==> src/design/intel_hex_record_encoder_assert.svh <==
// ---------------------------------------------------------------------------
// Intel HEX record encoder assertion macros
// Shared property forms, clocked on clk and disabled during rst.
// ---------------------------------------------------------------------------
`ifndef INTEL_HEX_RECORD_ENCODER_ASSERT_SVH
`define INTEL_HEX_RECORD_ENCODER_ASSERT_SVH

// Check a condition at every clock edge.
`define IHRE_ASSERT_ALWAYS(lbl, expr, msg) \
  lbl: assert property (@(posedge clk) disable iff (rst) (expr)) else $error(msg);

// Check a consequence in the cycle after the antecedent.
`define IHRE_ASSERT_NEXT(lbl, ante, cons, msg) \
  lbl: assert property (@(posedge clk) disable iff (rst) (ante) |=> (cons)) else $error(msg);

`endif

==> src/design/ihre_pkg.sv <==
// ---------------------------------------------------------------------------
// ihre_pkg
// Types, constants and helpers shared by the Intel HEX record encoder.
// ---------------------------------------------------------------------------
package ihre_pkg;

  localparam int          BYTES_PER_RECORD_DEF = 16;
  localparam logic [15:0] START_ADDRESS_RST    = 16'h0100;

  localparam logic [7:0]  TYPE_DATA = 8'h00;
  localparam logic [7:0]  TYPE_END  = 8'h01;

  localparam logic [6:0]  CHAR_COLON = 7'h3A;
  localparam logic [6:0]  CHAR_EOL   = 7'h0A;
  localparam logic [6:0]  CHAR_ZERO  = 7'h30;
  localparam logic [6:0]  CHAR_ALPHA = 7'h37;

  typedef enum logic [2:0] {
    FLD_COLON,
    FLD_COUNT,
    FLD_ADDR_HI,
    FLD_ADDR_LO,
    FLD_TYPE,
    FLD_DATA,
    FLD_CSUM,
    FLD_EOL
  } field_t;

  typedef struct packed {
    logic   store;
    logic   out_load;
    field_t field;
    logic   nib_lo;
    logic   out_last;
    logic   end_rec;
    logic   idx_inc;
    logic   rec_clear;
    logic   end_clear;
  } cmd_t;

  typedef struct packed {
    logic count_zero;
    logic fill_last;
    logic data_done;
  } sts_t;

  function automatic logic [6:0] hex_char(input logic [3:0] d);
    if (d > 4'd9) begin
      return CHAR_ALPHA + 7'(d);
    end
    return CHAR_ZERO + 7'(d);
  endfunction

endpackage

==> src/design/ihre_dpath.sv <==
// ---------------------------------------------------------------------------
// ihre_dpath
// Record buffer, address and checksum state, and the character register.
// ---------------------------------------------------------------------------
module ihre_dpath #(
  parameter int BYTES_PER_RECORD = ihre_pkg::BYTES_PER_RECORD_DEF
) (
  input  logic            clk,
  input  logic            rst,
  input  logic            cfg_we,
  input  logic [15:0]     cfg_wdata,
  input  logic [7:0]      in_byte,
  input  ihre_pkg::cmd_t  cmd,
  output ihre_pkg::sts_t  sts,
  output logic [6:0]      out_char,
  output logic            out_last
);
  import ihre_pkg::*;

  localparam int CNT_W = $clog2(BYTES_PER_RECORD + 1);
  localparam int IDX_W = (BYTES_PER_RECORD > 1) ? $clog2(BYTES_PER_RECORD) : 1;
  localparam logic [CNT_W-1:0] CNT_LAST = CNT_W'(BYTES_PER_RECORD - 1);
  localparam logic [CNT_W-1:0] CNT_ONE  = CNT_W'(1);

  logic [15:0]      start_address;
  logic [15:0]      record_address;
  logic [CNT_W-1:0] byte_count;
  logic [7:0]       data_sum;
  logic [IDX_W-1:0] idx;
  logic [7:0]       record_buffer [BYTES_PER_RECORD];

  logic [7:0]  count8;
  logic [15:0] addr;
  logic [7:0]  rec_type;
  logic [7:0]  dsum;
  logic [7:0]  csum;
  logic [7:0]  value;
  logic [3:0]  nibble;
  logic [6:0]  char_sel;

  always_ff @(posedge clk) begin
    if (cmd.store) begin
      record_buffer[byte_count[IDX_W-1:0]] <= in_byte;
    end
  end

  always_ff @(posedge clk) begin
    if (rst) begin
      start_address  <= START_ADDRESS_RST;
      record_address <= START_ADDRESS_RST;
      byte_count     <= '0;
      data_sum       <= '0;
      idx            <= '0;
    end else begin
      if (cfg_we) begin
        start_address <= cfg_wdata;
        if (byte_count == '0) begin
          record_address <= cfg_wdata;
        end
      end
      if (cmd.store) begin
        byte_count <= byte_count + CNT_ONE;
        data_sum   <= data_sum + in_byte;
      end
      if (cmd.idx_inc) begin
        idx <= idx + IDX_W'(1);
      end
      if (cmd.rec_clear) begin
        byte_count     <= '0;
        data_sum       <= '0;
        idx            <= '0;
        record_address <= record_address + 16'(byte_count);
      end
      if (cmd.end_clear) begin
        record_address <= start_address;
        idx            <= '0;
      end
    end
  end

  always_comb begin
    count8   = cmd.end_rec ? 8'h00 : 8'(byte_count);
    addr     = cmd.end_rec ? 16'h0000 : record_address;
    rec_type = cmd.end_rec ? TYPE_END : TYPE_DATA;
    dsum     = cmd.end_rec ? 8'h00 : data_sum;
    csum     = 8'h00 - (count8 + addr[15:8] + addr[7:0] + rec_type + dsum);
    case (cmd.field)
      FLD_COUNT:   value = count8;
      FLD_ADDR_HI: value = addr[15:8];
      FLD_ADDR_LO: value = addr[7:0];
      FLD_TYPE:    value = rec_type;
      FLD_DATA:    value = record_buffer[idx];
      FLD_CSUM:    value = csum;
      default:     value = 8'h00;
    endcase
    nibble = cmd.nib_lo ? value[3:0] : value[7:4];
    case (cmd.field)
      FLD_COLON: char_sel = CHAR_COLON;
      FLD_EOL:   char_sel = CHAR_EOL;
      default:   char_sel = hex_char(nibble);
    endcase
  end

  always_ff @(posedge clk) begin
    if (cmd.out_load) begin
      out_char <= char_sel;
      out_last <= cmd.out_last;
    end
  end

  assign sts.count_zero = (byte_count == '0);
  assign sts.fill_last  = (byte_count == CNT_LAST);
  assign sts.data_done  = ((CNT_W'(idx) + CNT_ONE) == byte_count);

endmodule

==> src/design/ihre_ctrl.sv <==
// ---------------------------------------------------------------------------
// ihre_ctrl
// Record sequencer: accepts requests and steps through the record fields.
// ---------------------------------------------------------------------------
`include "intel_hex_record_encoder_assert.svh"

module ihre_ctrl (
  input  logic           clk,
  input  logic           rst,
  input  logic           s_tvalid,
  output logic           s_tready,
  input  logic           s_op,
  output logic           m_tvalid,
  input  logic           m_tready,
  input  ihre_pkg::sts_t sts,
  output ihre_pkg::cmd_t cmd
);
  import ihre_pkg::*;

  typedef enum logic [8:0] {
    S_IDLE    = 9'b000000001,
    S_COLON   = 9'b000000010,
    S_COUNT   = 9'b000000100,
    S_ADDR_HI = 9'b000001000,
    S_ADDR_LO = 9'b000010000,
    S_TYPE    = 9'b000100000,
    S_DATA    = 9'b001000000,
    S_CSUM    = 9'b010000000,
    S_EOL     = 9'b100000000
  } state_t;

  state_t state, state_next;
  logic   nib, nib_next;
  logic   end_rec, end_rec_next;
  logic   end_pend, end_pend_next;
  logic   m_tvalid_next;
  logic   advance;
  logic   accept;

  assign s_tready = (state == S_IDLE);
  assign accept   = s_tvalid && s_tready;
  assign advance  = (state != S_IDLE) && (!m_tvalid || m_tready);

  always_comb begin
    state_next    = state;
    nib_next      = nib;
    end_rec_next  = end_rec;
    end_pend_next = end_pend;
    cmd           = '0;
    cmd.field     = FLD_COLON;
    cmd.nib_lo    = nib;
    cmd.end_rec   = end_rec;
    cmd.out_load  = advance;
    if (advance && state != S_COLON && state != S_EOL) begin
      nib_next = !nib;
    end
    case (state)
      S_IDLE: begin
        if (accept) begin
          if (!s_op) begin
            cmd.store = 1'b1;
            if (sts.fill_last) begin
              state_next = S_COLON;
            end
          end else begin
            if (sts.count_zero) begin
              end_rec_next = 1'b1;
            end else begin
              end_pend_next = 1'b1;
            end
            state_next = S_COLON;
          end
        end
      end
      S_COLON: begin
        cmd.field = FLD_COLON;
        if (advance) begin
          state_next = S_COUNT;
        end
      end
      S_COUNT: begin
        cmd.field = FLD_COUNT;
        if (advance && nib) begin
          state_next = S_ADDR_HI;
        end
      end
      S_ADDR_HI: begin
        cmd.field = FLD_ADDR_HI;
        if (advance && nib) begin
          state_next = S_ADDR_LO;
        end
      end
      S_ADDR_LO: begin
        cmd.field = FLD_ADDR_LO;
        if (advance && nib) begin
          state_next = S_TYPE;
        end
      end
      S_TYPE: begin
        cmd.field = FLD_TYPE;
        if (advance && nib) begin
          state_next = end_rec ? S_CSUM : S_DATA;
        end
      end
      S_DATA: begin
        cmd.field = FLD_DATA;
        if (advance && nib) begin
          if (sts.data_done) begin
            state_next = S_CSUM;
          end else begin
            cmd.idx_inc = 1'b1;
          end
        end
      end
      S_CSUM: begin
        cmd.field = FLD_CSUM;
        if (advance && nib) begin
          state_next = S_EOL;
        end
      end
      S_EOL: begin
        cmd.field    = FLD_EOL;
        cmd.out_last = !end_pend;
        if (advance) begin
          if (end_rec) begin
            cmd.end_clear = 1'b1;
            end_rec_next  = 1'b0;
            state_next    = S_IDLE;
          end else begin
            cmd.rec_clear = 1'b1;
            if (end_pend) begin
              end_pend_next = 1'b0;
              end_rec_next  = 1'b1;
              state_next    = S_COLON;
            end else begin
              state_next = S_IDLE;
            end
          end
        end
      end
      default: begin
        state_next = S_IDLE;
      end
    endcase
    if (advance) begin
      m_tvalid_next = 1'b1;
    end else if (m_tready) begin
      m_tvalid_next = 1'b0;
    end else begin
      m_tvalid_next = m_tvalid;
    end
  end

  always_ff @(posedge clk) begin
    if (rst) begin
      state    <= S_IDLE;
      nib      <= 1'b0;
      end_rec  <= 1'b0;
      end_pend <= 1'b0;
      m_tvalid <= 1'b0;
    end else begin
      state    <= state_next;
      nib      <= nib_next;
      end_rec  <= end_rec_next;
      end_pend <= end_pend_next;
      m_tvalid <= m_tvalid_next;
    end
  end

  `IHRE_ASSERT_ALWAYS(a_pend_excl, !(end_pend && end_rec), "flush pending during end record")
  `IHRE_ASSERT_ALWAYS(a_end_no_data, !(state == S_DATA && end_rec), "end record in data field")
  `IHRE_ASSERT_NEXT(a_last_idle, advance && cmd.out_last, state == S_IDLE, "last not at idle")

endmodule

==> src/design/intel_hex_record_encoder.sv <==
// ---------------------------------------------------------------------------
// intel_hex_record_encoder
// Byte stream to Intel HEX text, one ASCII character per output request.
// ---------------------------------------------------------------------------
// A data byte is taken while the sequencer is idle. The byte that fills a
// record, and an end request, start the character sequencer, which emits one
// character per cycle while the output is not stalled and holds off input
// until the final newline is registered. An end request emits the partial
// record, if any, and then the end record. tlast marks the final character
// caused by each input request. start_address must be written only while the
// block is idle; the block itself does not enforce this. A write moves the
// current base only when no bytes are buffered.
module intel_hex_record_encoder #(
  parameter int BYTES_PER_RECORD = ihre_pkg::BYTES_PER_RECORD_DEF
) (
  input  logic        clk,
  input  logic        rst,
  input  logic        cfg_we,
  input  logic [15:0] cfg_wdata,    // start_address
  input  logic        s_tvalid,
  output logic        s_tready,
  input  logic [7:0]  s_tdata,      // [7:0] data_byte
  input  logic        s_tuser,      // [0] operation
  output logic        m_tvalid,
  input  logic        m_tready,
  output logic [7:0]  m_tdata,      // [6:0] character, [7] zero
  output logic        m_tlast
);
  import ihre_pkg::*;

  cmd_t       cmd;
  sts_t       sts;
  logic [6:0] out_char;

  ihre_ctrl u_ctrl (
    .clk      (clk),
    .rst      (rst),
    .s_tvalid (s_tvalid),
    .s_tready (s_tready),
    .s_op     (s_tuser),
    .m_tvalid (m_tvalid),
    .m_tready (m_tready),
    .sts      (sts),
    .cmd      (cmd)
  );

  ihre_dpath #(
    .BYTES_PER_RECORD (BYTES_PER_RECORD)
  ) u_dpath (
    .clk       (clk),
    .rst       (rst),
    .cfg_we    (cfg_we),
    .cfg_wdata (cfg_wdata),
    .in_byte   (s_tdata),
    .cmd       (cmd),
    .sts       (sts),
    .out_char  (out_char),
    .out_last  (m_tlast)
  );

  assign m_tdata = {1'b0, out_char};

endmodule

==> config.mk <==
export PLATFORM = sky130hd
export DESIGN_NAME = intel_hex_record_encoder
export DESIGN_NICKNAME = d
export VERILOG_FILES = /design/src/design/ihre_pkg.sv /design/src/design/ihre_dpath.sv /design/src/design/ihre_ctrl.sv /design/src/design/intel_hex_record_encoder.sv
export VERILOG_INCLUDE_DIRS = /design/src /design/src/design
export SDC_FILE = /design/constraint.sdc
export NUM_CORES = 1
export LEC_CHECK = 0
export ABC_AREA = 1
export BUFFER_PORTS_ARGS = -buffer_cell sky130_fd_sc_hd__buf_2
export CAP_MARGIN = 20
export CORE_MARGIN = 5
export CORE_UTILIZATION = 60
export DETAILED_ROUTE_END_ITERATION = 8
export GPL_TIMING_DRIVEN = 0
export PLACE_DENSITY = 0.78
export SYNTH_ARGS = -nofsm -noshare
export SYNTH_HDL_FRONTEND = slang
export SYNTH_SLANG_ARGS = --single-unit
==> constraint.sdc <==
create_clock -name clk -period 5.1 [get_ports clk]
set_clock_uncertainty 0.15 [all_clocks]
set_input_delay 1.275 -clock clk [delete_from_list [all_inputs] [get_ports clk]]
set_output_delay 1.275 -clock clk [all_outputs]
set_load 0.01 [all_outputs]
==> impl_metrics.csv <==
group,metric,value,unit
die,start_util,61.5,%
cts,clock_sinks,202,
synthesis,syn_inst,1231,
run_status,status,"finished clean",
sta,rsz0062_at_grt,"false",
synthesis,seq_area_frac_synth,50.7,%
setup_path,cp-start-kind,"flop",
power,pwr-share-clk,29.6,%
finish,syn2layout_area_growth,12.1,%
die,die-width,143,um
synthesis,syn-num-nets,1314,
setup_path,required,5230,ps
synthesis,synth_top_cell_area_share,38.3,%
setup_path,rr_worst_depth,27,
cts,clk_path_buf_depth,3,
flow_run,drv_cap,0,
synthesis,synth-simple-area-share,25.8,%
power,power.density,472,nW/um^2
route,drt_iter0_markers,993,
setup_path,path_class,"flop to flop",
grt,grt_pass1_vias,8516,
finish,diodes,0,
cts,tritoncts,"done",
synthesis,synth_edf_count,136,
synthesis,netlist_area,10700,um^2
hold_path,hold_path.class,"flop to flop",
sta,tightest_slew,1060,ps
sta,hold_ws,316,ps
route,first_pass_iters,5,
power,internal_power,3.59,mW
cts,postCtsSetupRepairBufs,0,
synthesis,synth-main-ff-cell,"edfxtp_1",
synthesis,yosysTopAreaCell,"edfxtp_1",
power,leakagePower,4.87,nW
placed_design,placed_cells,1495,
die,io_pins,41,
route,viasPerCell,5.75,
sta,setup_viol,0,
synthesis,synth_top_family_by_area,"simple AND/OR/NAND/NOR gates",
finish,stdcell_count,1535,
grt,grt_overflow,0,
sta,fin_crit,4770,ps
cts,clk_latency,520,ps
power,vdd_drop_max,0.353,mV
synthesis,yosys-mux-area-fraction,0,%
finish,nNetsFinal,1377,
placed_design,pre_cts_ws,-127,ps
route,drt_wl_total,27.9,mm
sta,final-hold-violation-count,0,
placed_design,hpwl,19.9,mm
sta,fmax,210,MHz
cts,htreeDepth,1,
power,p_comb_share,35.0,%
die,dieArea,20500,um^2
synthesis,yosys_warnings,0,
setup_path,reg2reg_from,"u_ctrl.end_rec",
synthesis,async_flop_share,0,%
cts,clockRootBuffer,"clkbuf_16",
setup_path,rrSetupSlack,330,ps
sta,finalCritPeriodShare,93.5,%
die,core_area,17400,um^2
synthesis,synth_fa_ha_area_share,7.27,%
cts,clk_pin_slew,60,ps
grt,grt_util_all_layers,27.8,%
synthesis,synth.distinct_cells,48,
placed_design,gp_congestion,0.937,
finish,layout-drive-gt1-share,10.5,%
route,vias,8829,
sta,slew_headroom,28.9,%
power,p_sw,2.04,mW
sta,setup_tns,0,ps
die,row_count,48,
grt,grt_pass1_wl,44.7,mm
cts,cts_buffers,22,
setup_path,critical_path.endpoint_type,"flop",
grt,antenna_found_initial,0,
synthesis,ys_ff_latch,202,
setup_path,r2r_end,"u_dpath.out_char[0]",
placed_design,numPortBuffers,39,
setup_path,crit_path_end,"u_dpath.out_char[0]",
sta,slew_viol_final,0,
synthesis,syn_avg_cell_area,8.67,um^2
sta,final.setup.worst_slack,332,ps
power,power_switching_share,36.2,%
setup_path,cp-startpoint,"u_ctrl.end_rec",
cts,ctsHoldBuffers,0,
route,ant_nets,0,
setup_path,cp_max_fo,10,
synthesis,synth_area_leaders,"edfxtp_1 (38%), dfxtp_1 (12%), nand2_1 (9.5%)",
die,dieHeight,143,um
setup_path,worstPathArrival,4890,ps
finish,utilization,68.9,%
route,wl_per_cell,18.2,um
power,pwr-share-seq,35.4,%
route,drc_errors,0,
grt,grt_start_max_net_pins,19,
synthesis,synth_compound_area_share,8.43,%
synthesis,synth_xor_area_share,1.07,%
[worst max-delay path, cell delays in order, from the launching register on]
cell     delay [ps]
dfxtp_2         380
buf_2           290
nor2_1          160
ha_1            310
inv_1            50
fa_1            540
inv_1            70
fa_1            590
inv_1            60
ha_1            270
nand2_1          60
o21ai_0         210
nor2_1           60
nor2_1          120
nor2_1           50
nand3_1          70
nand2_1          70
nor2_2          130
inv_1            80
ha_1            210
nor2_1          100
inv_1            40
nand2_1         110
nand3_2         120
inv_2            90
nand2_1          50
nand2_1          50
inv_1            30
[cell usage in the layout, fill, tap and decap left out, types with 7 or more instances in the layout]
cell type,n
dfxtp_1,65
clkinv_1,8
nand2_1,269
nand2_2,7
nand3_1,156
o211ai_1,9
xor2_1,11
nor3_1,8
edfxtp_1,136
inv_1,130
clkbuf_1,18
a31oi_1,8
nand4_1,10
fa_1,15
nor2_4,10
nor2_1,137
buf_2,55
clkbuf_16,22
a21oi_1,53
o21ai_0,71
ha_1,37
[final cells by class]
| class | instances | area (um^2) |
|---|---|---|
| plain buffers | 43 | 220 |
| clock buffers | 22 | 551 |
| clock inverters | 18 | 216 |
| fillers | 1416 | 5400 |
| inverters | 137 | 514 |
| multi-input cells | 849 | 4570 |
| flip-flops and latches | 202 | 5410 |
| well taps | 225 | 282 |
| repair buffers | 39 | 195 |
[how the worst min path moves through the flow]
stage	start	to	slack, ps	cells past startpoint
6_report	u_dpath.start_address[8]	u_dpath.start_address[8]	320	2
5_1_grt	u_dpath.start_address[13]	u_dpath.record_address[13]	350	2
4_1_cts	u_dpath.start_address[8]	u_dpath.start_address[8]	320	2
3_5_place_dp	u_dpath.start_address[8]	u_dpath.start_address[8]	310	2
3_3_place_gp	u_dpath.start_address[8]	u_dpath.start_address[8]	290	2
2_1_floorplan	u_dpath.start_address[8]	u_dpath.start_address[8]	280	2
[timing repair]
action / CTS / global route
setup endpoints to repair: 5 / 6
pin swaps: 0 / 0
resized for setup: 2 / 13
[through the flow]
step	total power, mW	cell area [um^2]
floorplan	3.44	10700
global placement	3.88	11100
detailed placement	3.92	11100
CTS	5.58	11900
global route	6.02	12000
finish	5.64	12000
[power by group through the flow]
stage	Combinational [mW]	Clock (mW)	Sequential, mW
CTS	1.90	1.68	1.99
floorplan	1.43	0	2.01
detailed placement	1.89	0	2.03
global placement	1.85	0	2.02
finish	1.97	1.67	2.00
global route	2.25	1.76	2.01
[synthesized netlist by cell type, drive strengths merged (2+ instances only)]
| cell type | number |
|---|---|
| buf | 23 |
| fa | 15 |
| o211ai | 10 |
| a31oi | 8 |
| a41oi | 2 |
| o21bai | 3 |
| nand4 | 10 |
| edfxtp | 136 |
| nor3 | 10 |
| nand3b | 4 |
| xnor2 | 2 |
| ha | 38 |
| nor2 | 152 |
| a21oi | 54 |
| nand3 | 159 |
| or2 | 5 |
| dfxtp | 66 |
| clkinv | 2 |
| nand2 | 277 |
| o21ai | 76 |
| a22oi | 2 |
| inv | 135 |
| xor2 | 11 |
| a211oi | 3 |
| nor3b | 3 |
| clkbuf | 20 |
[state kept, by name, summed over array words and instances (netlist names), 4 cells and up, named ones only]
signal                  flops
u_dpath.start_address      16
u_dpath.out_char            7
u_dpath.data_sum            8
u_dpath.record_buffer     128
u_dpath.record_address     16
u_dpath.byte_count          5
u_ctrl.state                9
u_dpath.idx                 4
[logic make-up (layout without fill, tap and decap cells)]
kind of cell               Yosys count  count (layout)
and+or+nand+nor                    621             621
DFF                                202             202
buffers and inverters              180             259
AOI/OAI and AO/OA                  161             161
adders and majority gates           53              53
xor gates and xnor gates            13              13
other                                1               1
[metal layers]
metal | GRT usage (%) | part of all wire [%] | vias up
met5 | 0 | 0 | -
met4 | 8.37 | 2.7 | 0
met3 | 4.59 | 9.1 | 58
met2 | 42.8 | 44 | 404
met1 | 41.0 | 44 | 4123
li1 | - | - | 4244
(Power assumes the default switching activity.)
